===== src/rtl/swd_pkg.sv =====
// ----------------------------------------------------------------------------
// Serial wire debug host package
// Shared types, codes and constants for the transaction engine.
// ----------------------------------------------------------------------------
package swd_pkg;

  localparam int HDR_W        = 8;
  localparam int DATA_W       = 32;
  localparam int BC_W         = 7;
  localparam int ACK_W        = 3;
  localparam int STATUS_W     = 2;
  localparam int OP_W         = 2;
  localparam int RETRY_W      = 8;
  localparam int WAIT_W       = 16;
  localparam int CFG_IDX_W    = 1;
  localparam int CFG_DATA_W   = 16;

  localparam int RESET_HIGH_BITS = 55;
  localparam int REQ_BITS        = 8;
  localparam int SWITCH_BITS     = 16;
  localparam int TRAIL_BITS      = 2;

  localparam logic [15:0] SWITCH_SEQ        = 16'hE79E;
  localparam logic [15:0] PARITY_NIBBLE_LUT = 16'h6996;

  localparam logic [RETRY_W-1:0] RETRY_LIMIT_RESET = 8'd50;
  localparam logic [WAIT_W-1:0]  WAIT_TICKS_RESET  = 16'd10;

  localparam logic [OP_W-1:0] OP_READ   = 2'd0;
  localparam logic [OP_W-1:0] OP_WRITE  = 2'd1;
  localparam logic [OP_W-1:0] OP_LRESET = 2'd2;

  localparam logic [ACK_W-1:0] ACK_OK   = 3'd1;
  localparam logic [ACK_W-1:0] ACK_WAIT = 3'd2;

  localparam logic [STATUS_W-1:0] ST_OK        = 2'd0;
  localparam logic [STATUS_W-1:0] ST_FAULT     = 2'd1;
  localparam logic [STATUS_W-1:0] ST_EXHAUSTED = 2'd2;

  localparam logic [CFG_IDX_W-1:0] CFG_RETRY_LIMIT = 1'd0;
  localparam logic [CFG_IDX_W-1:0] CFG_WAIT_TICKS  = 1'd1;

  localparam int QUEUE_DEPTH = 4;
  localparam int QPTR_W      = $clog2(QUEUE_DEPTH);

  // One classified bit-period request.
  typedef struct packed {
    logic              start_ok;
    logic [OP_W-1:0]   opcode;
    logic [HDR_W-1:0]  header;
    logic [DATA_W-1:0] wdata;
    logic              wpar;
    logic              line_in;
  } item_t;

  function automatic logic even_parity(input logic [DATA_W-1:0] w);
    logic [15:0] f16;
    logic [7:0]  f8;
    logic [3:0]  f4;
    f16 = w[31:16] ^ w[15:0];
    f8  = f16[15:8] ^ f16[7:0];
    f4  = f8[7:4] ^ f8[3:0];
    return PARITY_NIBBLE_LUT[f4];
  endfunction

endpackage


===== src/rtl/swd_if.sv =====
// ----------------------------------------------------------------------------
// Serial wire debug host channel interfaces
// Command, result and configuration channels with valid/ready handshakes.
// ----------------------------------------------------------------------------
interface swd_cmd_if;
  logic                          valid;
  logic                          ready;
  logic                          start_req;
  logic [swd_pkg::OP_W-1:0]      opcode;
  logic [swd_pkg::HDR_W-1:0]     request_header;
  logic [swd_pkg::DATA_W-1:0]    write_data;
  logic                          line_in;

  modport source (output valid, start_req, opcode, request_header, write_data, line_in,
                  input ready);
  modport sink (input valid, start_req, opcode, request_header, write_data, line_in,
                output ready);
endinterface

interface swd_res_if;
  logic                          valid;
  logic                          ready;
  logic                          line_out;
  logic                          line_drive;
  logic                          clock_active;
  logic                          busy_res;
  logic                          done_res;
  logic [swd_pkg::STATUS_W-1:0]  status;
  logic [swd_pkg::DATA_W-1:0]    read_data;

  modport source (output valid, line_out, line_drive, clock_active, busy_res, done_res,
                  status, read_data, input ready);
  modport sink (input valid, line_out, line_drive, clock_active, busy_res, done_res,
                status, read_data, output ready);
endinterface

interface swd_cfg_if;
  logic                            valid;
  logic                            ready;
  logic [swd_pkg::CFG_IDX_W-1:0]   index;
  logic [swd_pkg::CFG_DATA_W-1:0]  data;

  modport source (output valid, index, data, input ready);
  modport sink (input valid, index, data, output ready);
endinterface


===== src/rtl/swd_host_transaction_engine_unit.sv =====
// ----------------------------------------------------------------------------
// Serial wire debug host transaction engine
// Front end, request queue and bit-period engine of the debug host.
// ----------------------------------------------------------------------------
// Each request is one bit period; its result passes the front register, the
// queue and the engine output register on its way out.
// Throughput is one request per clock while the result channel does not stall.
// A four-entry queue lets the front end keep accepting while results stall.
// Synchronous reset returns the engine to idle, empties the queue and loads
// retry_limit with 50 and wait_ticks with 10.
module swd_host_transaction_engine_unit (
  input  logic       clk,
  input  logic       rst,
  swd_cmd_if.sink    cmd,
  swd_res_if.source  res,
  swd_cfg_if.sink    cfg
);

  swd_pkg::item_t front_item;
  logic           front_valid;
  logic           front_ready;
  swd_pkg::item_t queue_item;
  logic           queue_valid;
  logic           queue_ready;

  swd_front u_front (
    .clk        (clk),
    .rst        (rst),
    .cmd        (cmd),
    .item       (front_item),
    .item_valid (front_valid),
    .item_ready (front_ready)
  );

  swd_queue u_queue (
    .clk        (clk),
    .rst        (rst),
    .push_item  (front_item),
    .push_valid (front_valid),
    .push_ready (front_ready),
    .pop_item   (queue_item),
    .pop_valid  (queue_valid),
    .pop_ready  (queue_ready)
  );

  swd_back u_back (
    .clk      (clk),
    .rst      (rst),
    .in_item  (queue_item),
    .in_valid (queue_valid),
    .in_ready (queue_ready),
    .cfg      (cfg),
    .res      (res)
  );

endmodule


===== src/rtl/swd_front.sv =====
// ----------------------------------------------------------------------------
// Serial wire debug host front end
// Accepts command requests, classifies them and registers them for the queue.
// ----------------------------------------------------------------------------
module swd_front (
  input  logic           clk,
  input  logic           rst,
  swd_cmd_if.sink        cmd,
  output swd_pkg::item_t item,
  output logic           item_valid,
  input  logic           item_ready
);

  swd_pkg::item_t classified;

  assign cmd.ready = !item_valid || item_ready;

  always_comb begin
    classified.start_ok = cmd.start_req && (cmd.opcode <= swd_pkg::OP_LRESET);
    classified.opcode   = cmd.opcode;
    classified.header   = cmd.request_header;
    classified.wdata    = cmd.write_data;
    classified.wpar     = swd_pkg::even_parity(cmd.write_data);
    classified.line_in  = cmd.line_in;
  end

  always_ff @(posedge clk) begin
    if (rst) begin
      item_valid <= 1'b0;
    end else if (cmd.valid && cmd.ready) begin
      item_valid <= 1'b1;
    end else if (item_ready) begin
      item_valid <= 1'b0;
    end
    if (cmd.valid && cmd.ready) begin
      item <= classified;
    end
  end

endmodule


===== src/rtl/swd_queue.sv =====
// ----------------------------------------------------------------------------
// Serial wire debug host request queue
// Short first-in first-out queue between the front end and the engine.
// ----------------------------------------------------------------------------
module swd_queue (
  input  logic           clk,
  input  logic           rst,
  input  swd_pkg::item_t push_item,
  input  logic           push_valid,
  output logic           push_ready,
  output swd_pkg::item_t pop_item,
  output logic           pop_valid,
  input  logic           pop_ready
);

  swd_pkg::item_t             mem [swd_pkg::QUEUE_DEPTH];
  logic [swd_pkg::QPTR_W-1:0] wr_ptr;
  logic [swd_pkg::QPTR_W-1:0] rd_ptr;
  logic [swd_pkg::QPTR_W:0]   count;
  logic                       push;
  logic                       pop;

  assign push_ready = (count != (swd_pkg::QPTR_W+1)'(swd_pkg::QUEUE_DEPTH));
  assign pop_valid  = (count != '0);
  assign push       = push_valid && push_ready;
  assign pop        = pop_valid && pop_ready;
  assign pop_item   = mem[rd_ptr];

  always_ff @(posedge clk) begin
    if (rst) begin
      wr_ptr <= '0;
      rd_ptr <= '0;
      count  <= '0;
    end else begin
      if (push) begin
        wr_ptr <= wr_ptr + 1'b1;
      end
      if (pop) begin
        rd_ptr <= rd_ptr + 1'b1;
      end
      if (push && !pop) begin
        count <= count + 1'b1;
      end else if (pop && !push) begin
        count <= count - 1'b1;
      end
    end
    if (push) begin
      mem[wr_ptr] <= push_item;
    end
  end

  a_fill_grows: assert property (@(posedge clk) disable iff (rst)
    push && !pop |=> count == $past(count) + 1'b1)
    else $error("queue fill count did not grow on a push");

  a_drain_shrinks: assert property (@(posedge clk) disable iff (rst)
    pop && !push |=> count == $past(count) - 1'b1)
    else $error("queue fill count did not shrink on a pop");

endmodule


===== src/rtl/swd_back.sv =====
// ----------------------------------------------------------------------------
// Serial wire debug host engine
// Carries out one bit period per request and registers its result.
// ----------------------------------------------------------------------------
module swd_back (
  input  logic           clk,
  input  logic           rst,
  input  swd_pkg::item_t in_item,
  input  logic           in_valid,
  output logic           in_ready,
  swd_cfg_if.sink        cfg,
  swd_res_if.source      res
);

  typedef enum logic [3:0] {
    PH_IDLE   = 4'd0,
    PH_REQ    = 4'd1,
    PH_TRN1   = 4'd2,
    PH_ACK    = 4'd3,
    PH_RDATA  = 4'd4,
    PH_RPAR   = 4'd5,
    PH_RTRN   = 4'd6,
    PH_WTRN   = 4'd7,
    PH_WDATA  = 4'd8,
    PH_WPAR   = 4'd9,
    PH_WAIT   = 4'd10,
    PH_LRH1   = 4'd11,
    PH_LRSW   = 4'd12,
    PH_LRH2   = 4'd13,
    PH_LRIDLE = 4'd14
  } phase_t;

  phase_t                            phase, phase_next, cur;
  logic [swd_pkg::BC_W-1:0]          bit_count, bit_count_next;
  logic [swd_pkg::DATA_W-1:0]        shift_word, shift_word_next;
  logic [swd_pkg::HDR_W-1:0]         held_header, held_header_next;
  logic [swd_pkg::DATA_W-1:0]        held_write_word, held_write_word_next;
  logic                              held_wpar, held_wpar_next;
  logic [swd_pkg::OP_W-1:0]          held_opcode, held_opcode_next;
  logic [swd_pkg::ACK_W-1:0]         ack_bits, ack_bits_next;
  logic                              parity_acc, parity_acc_next;
  logic [swd_pkg::RETRY_W-1:0]       attempt_count, attempt_count_next;
  logic [swd_pkg::WAIT_W-1:0]        wait_count, wait_count_next;
  logic [swd_pkg::RETRY_W-1:0]       retry_limit;
  logic [swd_pkg::WAIT_W-1:0]        wait_ticks;

  logic [swd_pkg::RETRY_W-1:0]       attempt_inc;
  logic                              exhausted;
  logic                              waited;
  logic                              step;

  logic                              lo, drv, clk_act, busy, done;
  logic [swd_pkg::STATUS_W-1:0]      st;
  logic [swd_pkg::DATA_W-1:0]        rd;

  assign step      = in_valid && (!res.valid || res.ready);
  assign in_ready  = !res.valid || res.ready;
  assign cfg.ready = 1'b1;

  assign attempt_inc = (attempt_count != '1) ? attempt_count + 1'b1 : attempt_count;
  assign exhausted   = (attempt_inc >= retry_limit);

  always_comb begin
    phase_next           = phase;
    bit_count_next       = bit_count;
    shift_word_next      = shift_word;
    held_header_next     = held_header;
    held_write_word_next = held_write_word;
    held_wpar_next       = held_wpar;
    held_opcode_next     = held_opcode;
    ack_bits_next        = ack_bits;
    parity_acc_next      = parity_acc;
    attempt_count_next   = attempt_count;
    wait_count_next      = wait_count;
    lo      = 1'b0;
    drv     = 1'b1;
    clk_act = 1'b0;
    busy    = 1'b1;
    done    = 1'b0;
    st      = swd_pkg::ST_OK;
    rd      = '0;
    waited  = 1'b0;

    if (phase == PH_IDLE) begin
      if (in_item.start_ok) begin
        held_opcode_next     = in_item.opcode;
        held_header_next     = in_item.header;
        held_write_word_next = in_item.wdata;
        held_wpar_next       = in_item.wpar;
        attempt_count_next   = '0;
        bit_count_next       = '0;
        if (in_item.opcode == swd_pkg::OP_LRESET) begin
          phase_next = PH_LRH1;
        end else begin
          phase_next      = PH_REQ;
          ack_bits_next   = '0;
          parity_acc_next = 1'b0;
          shift_word_next = '0;
        end
      end else begin
        busy = 1'b0;
      end
    end

    cur = phase_next;
    case (cur)
      PH_IDLE: begin
      end
      PH_REQ: begin
        clk_act = 1'b1;
        lo = held_header_next[bit_count_next[2:0]];
        bit_count_next = bit_count_next + 1'b1;
        if (bit_count_next >= swd_pkg::BC_W'(swd_pkg::REQ_BITS)) begin
          phase_next = PH_TRN1;
          bit_count_next = '0;
        end
      end
      PH_TRN1: begin
        clk_act = 1'b1;
        drv = 1'b0;
        phase_next = PH_ACK;
        bit_count_next = '0;
      end
      PH_ACK: begin
        clk_act = 1'b1;
        drv = 1'b0;
        ack_bits_next = ack_bits | (swd_pkg::ACK_W'(in_item.line_in) << bit_count[1:0]);
        bit_count_next = bit_count + 1'b1;
        if (bit_count_next >= swd_pkg::BC_W'(swd_pkg::ACK_W)) begin
          bit_count_next = '0;
          if (held_opcode == swd_pkg::OP_WRITE) begin
            phase_next = PH_WTRN;
          end else if (ack_bits_next == swd_pkg::ACK_OK) begin
            phase_next = PH_RDATA;
          end else begin
            phase_next = PH_RTRN;
          end
        end
      end
      PH_RDATA: begin
        clk_act = 1'b1;
        drv = 1'b0;
        shift_word_next = shift_word |
                          (swd_pkg::DATA_W'(in_item.line_in) << bit_count[4:0]);
        parity_acc_next = parity_acc ^ in_item.line_in;
        bit_count_next = bit_count + 1'b1;
        if (bit_count_next >= swd_pkg::BC_W'(swd_pkg::DATA_W)) begin
          phase_next = PH_RPAR;
          bit_count_next = '0;
        end
      end
      PH_RPAR: begin
        clk_act = 1'b1;
        drv = 1'b0;
        parity_acc_next = parity_acc ^ in_item.line_in;
        phase_next = PH_RTRN;
      end
      PH_RTRN, PH_WTRN: begin
        clk_act = 1'b1;
        drv = 1'b0;
        if (cur == PH_RTRN && ack_bits == swd_pkg::ACK_OK && !parity_acc) begin
          done = 1'b1;
          rd = shift_word;
          phase_next = PH_IDLE;
        end else if (cur == PH_WTRN && ack_bits == swd_pkg::ACK_OK) begin
          phase_next = PH_WDATA;
          bit_count_next = '0;
        end else if (ack_bits == swd_pkg::ACK_OK || ack_bits == swd_pkg::ACK_WAIT) begin
          // Short of the retry limit, a bad read parity retries at once; a WAIT idles first if wait_ticks is nonzero.
          waited = (ack_bits == swd_pkg::ACK_WAIT);
          attempt_count_next = attempt_inc;
          if (exhausted) begin
            phase_next = PH_IDLE;
            done = 1'b1;
            st = swd_pkg::ST_EXHAUSTED;
          end else if (waited && wait_ticks != '0) begin
            phase_next = PH_WAIT;
            wait_count_next = wait_ticks;
          end else begin
            phase_next      = PH_REQ;
            bit_count_next  = '0;
            ack_bits_next   = '0;
            parity_acc_next = 1'b0;
            shift_word_next = '0;
          end
        end else begin
          done = 1'b1;
          st = swd_pkg::ST_FAULT;
          phase_next = PH_IDLE;
        end
      end
      PH_WDATA: begin
        clk_act = 1'b1;
        lo = held_write_word[bit_count[4:0]];
        bit_count_next = bit_count + 1'b1;
        if (bit_count_next >= swd_pkg::BC_W'(swd_pkg::DATA_W)) begin
          phase_next = PH_WPAR;
          bit_count_next = '0;
        end
      end
      PH_WPAR: begin
        clk_act = 1'b1;
        lo = held_wpar;
        done = 1'b1;
        phase_next = PH_IDLE;
      end
      PH_WAIT: begin
        if (wait_count != '0) begin
          wait_count_next = wait_count - 1'b1;
        end
        if (wait_count_next == '0) begin
          phase_next      = PH_REQ;
          bit_count_next  = '0;
          ack_bits_next   = '0;
          parity_acc_next = 1'b0;
          shift_word_next = '0;
        end
      end
      PH_LRH1, PH_LRH2: begin
        clk_act = 1'b1;
        lo = 1'b1;
        bit_count_next = bit_count_next + 1'b1;
        if (bit_count_next >= swd_pkg::BC_W'(swd_pkg::RESET_HIGH_BITS)) begin
          phase_next = (cur == PH_LRH1) ? PH_LRSW : PH_LRIDLE;
          bit_count_next = '0;
        end
      end
      PH_LRSW: begin
        clk_act = 1'b1;
        lo = swd_pkg::SWITCH_SEQ[bit_count[3:0]];
        bit_count_next = bit_count + 1'b1;
        if (bit_count_next >= swd_pkg::BC_W'(swd_pkg::SWITCH_BITS)) begin
          phase_next = PH_LRH2;
          bit_count_next = '0;
        end
      end
      PH_LRIDLE: begin
        clk_act = 1'b1;
        bit_count_next = bit_count + 1'b1;
        if (bit_count_next >= swd_pkg::BC_W'(swd_pkg::TRAIL_BITS)) begin
          done = 1'b1;
          phase_next = PH_IDLE;
          bit_count_next = '0;
        end
      end
      default: begin
        phase_next = PH_IDLE;
        busy = 1'b0;
      end
    endcase
  end

  always_ff @(posedge clk) begin
    if (rst) begin
      phase           <= PH_IDLE;
      bit_count       <= '0;
      shift_word      <= '0;
      held_header     <= '0;
      held_write_word <= '0;
      held_wpar       <= 1'b0;
      held_opcode     <= '0;
      ack_bits        <= '0;
      parity_acc      <= 1'b0;
      attempt_count   <= '0;
      wait_count      <= '0;
      retry_limit     <= swd_pkg::RETRY_LIMIT_RESET;
      wait_ticks      <= swd_pkg::WAIT_TICKS_RESET;
      res.valid       <= 1'b0;
    end else begin
      if (step) begin
        phase           <= phase_next;
        bit_count       <= bit_count_next;
        shift_word      <= shift_word_next;
        held_header     <= held_header_next;
        held_write_word <= held_write_word_next;
        held_wpar       <= held_wpar_next;
        held_opcode     <= held_opcode_next;
        ack_bits        <= ack_bits_next;
        parity_acc      <= parity_acc_next;
        attempt_count   <= attempt_count_next;
        wait_count      <= wait_count_next;
        res.valid       <= 1'b1;
      end else if (res.ready) begin
        res.valid <= 1'b0;
      end
      if (cfg.valid) begin
        if (cfg.index == swd_pkg::CFG_RETRY_LIMIT) begin
          retry_limit <= cfg.data[swd_pkg::RETRY_W-1:0];
        end else if (cfg.index == swd_pkg::CFG_WAIT_TICKS) begin
          wait_ticks <= cfg.data[swd_pkg::WAIT_W-1:0];
        end
      end
    end
    if (step) begin
      res.line_out     <= lo;
      res.line_drive   <= drv;
      res.clock_active <= clk_act;
      res.busy_res     <= busy;
      res.done_res     <= done;
      res.status       <= st;
      res.read_data    <= rd;
    end
  end

  a_wait_unclocked: assert property (@(posedge clk) disable iff (rst)
    step && phase == PH_WAIT |=> res.valid && !res.clock_active && res.line_drive &&
                                 res.busy_res)
    else $error("wait period produced a clock pulse or released the line");

  a_flags_with_done: assert property (@(posedge clk) disable iff (rst)
    res.valid && !res.done_res |-> res.status == swd_pkg::ST_OK && res.read_data == '0)
    else $error("status or read data shown without completion");

  a_write_ends: assert property (@(posedge clk) disable iff (rst)
    step && phase == PH_WPAR |=> res.done_res && res.status == swd_pkg::ST_OK &&
                                 phase == PH_IDLE)
    else $error("write parity period did not complete the command");

endmodule


===== src/flat_wrapper.sv =====
// flat-port wrapper written by rule: the top's interface ports become plain ports
module swd_host_transaction_engine_unit_flat 
  (clk, rst, cmd_valid, cmd_start_req, cmd_opcode, cmd_request_header, cmd_write_data, cmd_line_in, cmd_ready, res_valid, res_line_out, res_line_drive, res_clock_active, res_busy_res, res_done_res, res_status, res_read_data, res_ready, cfg_valid, cfg_index, cfg_data, cfg_ready);
  swd_cmd_if cmd_i ();
  swd_res_if res_i ();
  swd_cfg_if cfg_i ();
  input  logic clk;
  input  logic rst;
  input wire logic [$bits(cmd_i.valid)-1:0] cmd_valid;
  input wire logic [$bits(cmd_i.start_req)-1:0] cmd_start_req;
  input wire logic [$bits(cmd_i.opcode)-1:0] cmd_opcode;
  input wire logic [$bits(cmd_i.request_header)-1:0] cmd_request_header;
  input wire logic [$bits(cmd_i.write_data)-1:0] cmd_write_data;
  input wire logic [$bits(cmd_i.line_in)-1:0] cmd_line_in;
  output wire logic [$bits(cmd_i.ready)-1:0] cmd_ready;
  output wire logic [$bits(res_i.valid)-1:0] res_valid;
  output wire logic [$bits(res_i.line_out)-1:0] res_line_out;
  output wire logic [$bits(res_i.line_drive)-1:0] res_line_drive;
  output wire logic [$bits(res_i.clock_active)-1:0] res_clock_active;
  output wire logic [$bits(res_i.busy_res)-1:0] res_busy_res;
  output wire logic [$bits(res_i.done_res)-1:0] res_done_res;
  output wire logic [$bits(res_i.status)-1:0] res_status;
  output wire logic [$bits(res_i.read_data)-1:0] res_read_data;
  input wire logic [$bits(res_i.ready)-1:0] res_ready;
  input wire logic [$bits(cfg_i.valid)-1:0] cfg_valid;
  input wire logic [$bits(cfg_i.index)-1:0] cfg_index;
  input wire logic [$bits(cfg_i.data)-1:0] cfg_data;
  output wire logic [$bits(cfg_i.ready)-1:0] cfg_ready;
  assign cmd_i.valid = cmd_valid;
  assign cmd_i.start_req = cmd_start_req;
  assign cmd_i.opcode = cmd_opcode;
  assign cmd_i.request_header = cmd_request_header;
  assign cmd_i.write_data = cmd_write_data;
  assign cmd_i.line_in = cmd_line_in;
  assign cmd_ready = cmd_i.ready;
  assign res_valid = res_i.valid;
  assign res_line_out = res_i.line_out;
  assign res_line_drive = res_i.line_drive;
  assign res_clock_active = res_i.clock_active;
  assign res_busy_res = res_i.busy_res;
  assign res_done_res = res_i.done_res;
  assign res_status = res_i.status;
  assign res_read_data = res_i.read_data;
  assign res_i.ready = res_ready;
  assign cfg_i.valid = cfg_valid;
  assign cfg_i.index = cfg_index;
  assign cfg_i.data = cfg_data;
  assign cfg_ready = cfg_i.ready;
  swd_host_transaction_engine_unit u_core (.clk(clk), .rst(rst), .cmd(cmd_i), .res(res_i), .cfg(cfg_i));
endmodule

===== config.mk =====
export PLATFORM = sky130hd
export DESIGN_NAME = swd_host_transaction_engine_unit_flat
export DESIGN_NICKNAME = d
export VERILOG_FILES = /design/src/rtl/swd_pkg.sv /design/src/rtl/swd_if.sv /design/src/rtl/swd_host_transaction_engine_unit.sv /design/src/rtl/swd_front.sv /design/src/rtl/swd_queue.sv /design/src/rtl/swd_back.sv /design/src/flat_wrapper.sv
export SDC_FILE = /design/constraint.sdc
export NUM_CORES = 1
export LEC_CHECK = 0
export ABC_AREA = 1
export ABC_CLOCK_PERIOD_IN_PS = 4500
export BUFFER_PORTS_ARGS = -buffer_cell sky130_fd_sc_hd__buf_2
export CORE_MARGIN = 1
export CORE_UTILIZATION = 60
export DETAILED_ROUTE_END_ITERATION = 10
export PLACE_DENSITY = 0.86
export SLEW_MARGIN = 20
export SYNTH_ARGS = -nofsm -noshare
export SYNTH_HDL_FRONTEND = slang
export SYNTH_SLANG_ARGS = --single-unit

===== constraint.sdc =====
create_clock -name clk -period 4.5 [get_ports clk]
set_input_delay 0.225 -clock clk [delete_from_list [all_inputs] [get_ports clk]]
set_output_delay 0.225 -clock clk [all_outputs]
set_load 0.005 [all_outputs]

After elaboration in Yosys (flattened, before gate mapping)
Memory sizes are Yosys's and may differ from the RTL's. A register that Yosys moved wholly into a read port is not among the register bits.
Index checks and enable logic that the tools add are counted.

word-level totals
  bits in registers = 230
  memory bits (writable) = 180
  bits in read-only memories = 32
  input bits = 66
  output and inout bits = 42
  memories = 3

memory list
  memory              depth  bits a word  rd ports  clocked after memory_dff  write ports  RTL line         source
  u_core.u_queue.mem  4      45           1         1                         1            swd_queue.sv:16  swd_pkg::item_t mem [swd_pkg::QUEUE_DEPTH];
  (no name shown)     16     1            1         1                         0            swd_pkg.sv:63    return PARITY_NIBBLE_LUT[f4];
  (no name shown)     16     1            1         1                         0            swd_back.sv:230  lo = swd_pkg::SWITCH_SEQ[bit_count[3:0]];

operators by class
  add/sub/neg operators = 8
  $lt $le $gt $ge = 11
  equal/unequal tests = 26
  shifts and indexed selects = 2
  mux-type cells = 112
  bitwise gates (word level) = 9
  reduce and logical (&&, ||, !) cells = 42

operator list
  operator                                                               number
  32-bit 2-to-1 mux                                                      9
  16-bit 2-to-1 mux                                                      7
  7-bit 2-to-1 mux                                                       14
  32-bit one-hot mux with 3 select lines                                 1
  4-bit 2-to-1 mux                                                       18
  8-bit 2-to-1 mux                                                       9
  7-bit one-hot mux with 9 select lines                                  1
  4-bit one-hot mux with 12 select lines                                 1
  3-bit 2-to-1 mux                                                       11
  32-bit bitwise OR                                                      1
  16-bit one-hot mux with 2 select lines                                 1
  16-bit nonzero test                                                    2
  1-bit by 5-bit left shift with 32-bit output                           1
  4-bit == test, second input constant                                   7
  1-bit 2-to-1 mux                                                       28
  4-bit by 3-bit == test with 1-bit output, second input constant        4
  16-bit logical NOT                                                     1
  16-bit by 1-bit subtractor with 16-bit output, second input constant   1
  16-bit bitwise XOR                                                     1
  15-bit OR reduction                                                    1
  7-bit by 1-bit adder with 7-bit output, second input constant          2
  7-bit by 2-bit >= comparator with 1-bit output, second input constant  2
  7-bit by 6-bit >= comparator with 1-bit output, second input constant  2
  13-bit OR reduction                                                    1
  other kinds (45)                                                       84

Longest topological paths before layout
  word-level depth = 11
  mapped depth = 29

Cells and area by module
Synthesis repeated with hierarchy kept, for this count alone.

second synthesis, totals
  cells, all modules = 2138
  area total of the unflattened synthesis = 19391.1 um^2

modules (own cells, without submodules)
  module     instances  cells an instance  area an instance (um^2)  sequential area each (um^2)
  swd_back   1          1403               9898.2                   3973.8
  swd_queue  1          503                7344.5                   5585.4
  swd_front  1          232                2148.3                   1371.3

Least setup slack after synthesis
Ideal clock, no wire load.

  path type = reg2reg
  start = reg u_core.u_back.attempt_count[0] (netlist name)
  end = reg with a tool-made name
  library setup time = 113 ps
  arrival time = 3363 ps
  required time = 4387 ps
  setup slack = 1024 ps
  stages on the path, launching flop included = 27
  buffers on the path = 0
  clock period less this slack = 3476 ps
  cells stage by stage = dfxtp_1 ha_1 nand2_1 nor2_1 inv_1 nor2_1 inv_1 nor2_1 or2_2 xor2_1 inv_1 ha_1 a21oi_1 o21a_1 nand3_1 nor2_1 nand2_1 nand2_1 nand2_1 nand2_1 nand3_4 a211oi_2 nor3_2 ha_1 nand3_1 nand3_1 nand2_1

RTL lines
  item                    RTL line         source
  from (decl)             swd_back.sv:42   logic [swd_pkg::RETRY_W-1:0] attempt_count, attempt_count_next;
  from (signal assigned)  swd_back.sv:280  attempt_count <= attempt_count_next;

==> metrics.yaml <==
outcome: "completed"
worst_skew_pair.late_latency_ns: 0.56
rsz0062_at_grt: "no"
drt_pass1_iterations: 6
ctsResizeCount: 0
drive_gt1_share_pct: 12.5
crit_required_ns: 4.95
ys_ff_latch: 414
numCtsBuffers: 41
gp_congestion: 0.938
power.share.clock_pct: 24.8
layout_common_cells: "nor2_1, nand2_1, edfxtp_1"
yosysTopAreaCellShare_pct: 42.4
setup-violations-final: 0
cts_sinks: 414
fmax_ghz: 0.247
antenna_cells: 0
maxCapViolCount: 0
tightestPinTransition_ns: 1.07
syn_inst: 2005
hold_viol_final: 0
grt_usage_pct: 29.4
slew_viol_final: 0
synthFlopType: "edfxtp_1"
clockBufferDepth: 3
root_buffer: "clkbuf_16"
synthArstFlopShare_pct: 0
area_growth_syn_to_layout_pct: 15.1
pre_cts_slack_ns: 0.524
timing.final.crit_share_pct: 90.1
combPwrFrac_pct: 37.4
synth_edf_count: 264
grt_pass1_vias: 14700
cts_setup_buffers: 0
grt_max_degree: 84
portBuffers: 106
critical_path_arrival_ns: 4.51
p_sw_mw: 5.65
max-vdd-ir-drop_mv: 0.417
antenna_found_initial: 0
cts_max_level: 2
p_int_mw: 8.59
p_sw_share_pct: 39.7
min-delay-start: "cmd_start_req"
p_total_mw: 14.2
slowest_delay_ns: 0.43
crit_type: "reg2reg"
cp-end-kind: "flip-flop"
die_w_um: 179
yosys_warnings: 0
syn-cell-area_mm2: 0.0187
post-route-min-period_ns: 4.06
path_max_fanout: 7
die_h_um: 179
leakagePower_nw: 8.41
viasPerCell: 5.97
path_clk_slew_ns: 0.06
syn_avg_cell_area_um2: 9.33
routed_wirelength_mm: 46.9
wl_per_cell_um: 18.3
grt_pass1_wl_mm: 73.7
r2r_start: "u_core.u_back.attempt_count[0]$_SDFFE_PP0P_"
slew-limit-headroom_pct: 28.3
skew_ns: 0.0351
finalSetupTns_ns: 0
slowest_stage: "dfxtp_1"
drc: 0
cts_tree: "yes"
nets: 2222
fp-row-count: 64
fillers: 2123
cp-start-kind: "flip-flop"
ant_nets: 0
synth.distinct_cells: 68
synth.area.top_cells: "edfxtp_1, dfxtp_1, nor2_1, o21ai_0, nand2_1"
seqPwrFrac_pct: 37.8
setup_ws_ns: 0.443
worstHoldPathType: "in2reg"
min_path_cells: 2
cpMostUsedCell: "nand2_1"
start_util_pct: 61.0
dp_hpwl_mm: 28.4
r2r_cells: 26
grt_overflow: 0
pin_count: 108
reg2reg_slack_ns: 0.44
die-area_mm2: 0.0319
seq_area_frac_synth_pct: 58.4
syn-num-nets: 2093
drt-initial-drc-count: 1665
p_per_area_mw_per_mm2: 661
vias: 15300
synth_top_cell_by_area: "edfxtp_1"
whs_endpoint: "u_core.u_front.item[44]$_DFFE_PP_"
mostFrequentLayoutCell: "nor2_1"
core_mm2: 0.0307
-- layout make-up --
cell class | count | area, um^2 | share of cell area (%)
Sequential cell | 414 | 10900 | 50.8
Tap cell | 396 | 495 | 2.30
Clock inverter | 21 | 265 | 1.23
Multi-Input combinational cell | 1325 | 6740 | 31.3
Inverter | 161 | 617 | 2.86
Clock buffer | 55 | 1150 | 5.34
Timing Repair Buffer | 191 | 1340 | 6.22
-- state kept, by name, indices dropped and copies added, names as in the netlist, 3 cells and up, named ones only --
register,cells
u_core.u_front.item,45
u_core.u_back.res.read_data,32
u_core.u_queue.count,3
u_core.u_back.wait_ticks,16
u_core.u_back.bit_count,7
u_core.u_queue.mem,180
u_core.u_back.held_write_word,32
u_core.u_back.phase,4
u_core.u_back.wait_count,16
u_core.u_back.attempt_count,8
u_core.u_back.ack_bits,3
u_core.u_back.retry_limit,8
u_core.u_back.shift_word,32
u_core.u_back.held_header,8
-- worst max-delay path, delay by kind of cell, from the launching register on --
family	cells	cell delay, ns
AO/OA/AOI/OAI	4	0.78
adder cells (fa/ha/maj)	3	0.82
buffers and inverters	3	0.24
flip-flops	1	0.43
AND/OR/NAND/NOR	16	1.70
-- per-stage QoR --
stage | hold WS (ns) | cells | util [%] | instance area (um^2)
3_3_place_gp | 0.403 | 2426 | 63.6 | 19500
5_1_grt | 0.0614 | 2563 | 70.2 | 21500
2_1_floorplan | 0.324 | 2005 | - | 18700
6_report | 0.0657 | 2563 | 70.2 | 21500
3_5_place_dp | 0.403 | 2426 | 63.6 | 19500
4_1_cts | 0.0402 | 2562 | 70.1 | 21500
-- cells in the mapped netlist (3+ instances only) --
cell type  count
a211oi_2       4
a221oi_1       5
buf_1         17
nand3b_1       4
edfxtp_1     264
a211oi_1      13
buf_2          5
nand3_2        6
nand3_4        4
a31oi_1       45
xor2_1        16
o21ai_1        9
a22oi_1        3
inv_2         12
dfxtp_1      150
o21ai_0      244
nand3_1       70
nand2_4        3
nor4_1         5
nor2_4         3
ha_1          21
buf_6          6
o211ai_1      11
nor3_1         4
nand2_1      272
buf_4          7
nand2_2       10
nor2_1       356
xnor2_1       27
a21oi_1      132
a311oi_1       3
nand4_1       11
clkbuf_1      69
inv_1        142
nor2_2         9
-- logic make-up (layout without fill, tap and decap cells) --
family	Yosys count	count (layout)	synth area share (%)
other	1	1	0.0200
DFF	414	414	58.4
AOI/OAI and AO/OA	492	492	14.7
xor gates and xnor gates	43	43	2.01
adders and majority gates	22	22	1.51
and+or+nand+nor	767	767	17.5
buffers and inverters	266	428	5.83
-- repair_timing --
action                                  in CTS  in global routing
hold buffers                                60                  0
endpoints found under the setup margin       0                  0
hold endpoints to repair                    67                  0
-- routing by layer --
| layer | part of all wire, % | global-route usage, % | up-vias |
|---|---|---|---|
| met5 | 0 | 0 | - |
| met4 | 2.9 | 11.8 | 0 |
| met3 | 8.7 | 4.97 | 135 |
| met2 | 49 | 49.8 | 824 |
| met1 | 40 | 37.6 | 7231 |
| li1 | - | - | 7119 |
-- how the worst max path moves through the flow --
stage | startpoint | endpoint | slack [ns] | cells after the start
4_1_cts | u_core.u_back.attempt_count[0]$_SDFFE_PP0P_ | flip-flop | 0.49 | 26
5_1_grt | u_core.u_back.attempt_count[0]$_SDFFE_PP0P_ | flip-flop | 0.001 | 26
3_3_place_gp | u_core.u_back.attempt_count[0]$_SDFFE_PP0P_ | flip-flop | 0.66 | 28
6_report | u_core.u_back.attempt_count[0]$_SDFFE_PP0P_ | flip-flop | 0.44 | 26
2_1_floorplan | u_core.u_back.attempt_count[0]$_SDFFE_PP0P_ | flip-flop | 1.02 | 26
3_5_place_dp | u_core.u_back.attempt_count[0]$_SDFFE_PP0P_ | flip-flop | 0.52 | 26
-- power groups by stage --
stage / clock (mW) / combinational, mW / sequential, mW
6_report: 3.53 / 5.32 / 5.38
5_1_grt: 3.71 / 5.91 / 5.45
3_3_place_gp: 0 / 4.96 / 5.38
3_5_place_dp: 0 / 5.13 / 5.42
4_1_cts: 3.56 / 5.23 / 5.35
2_1_floorplan: 0 / 3.85 / 5.26
Note: power is estimated with default switching activity, not from simulation.
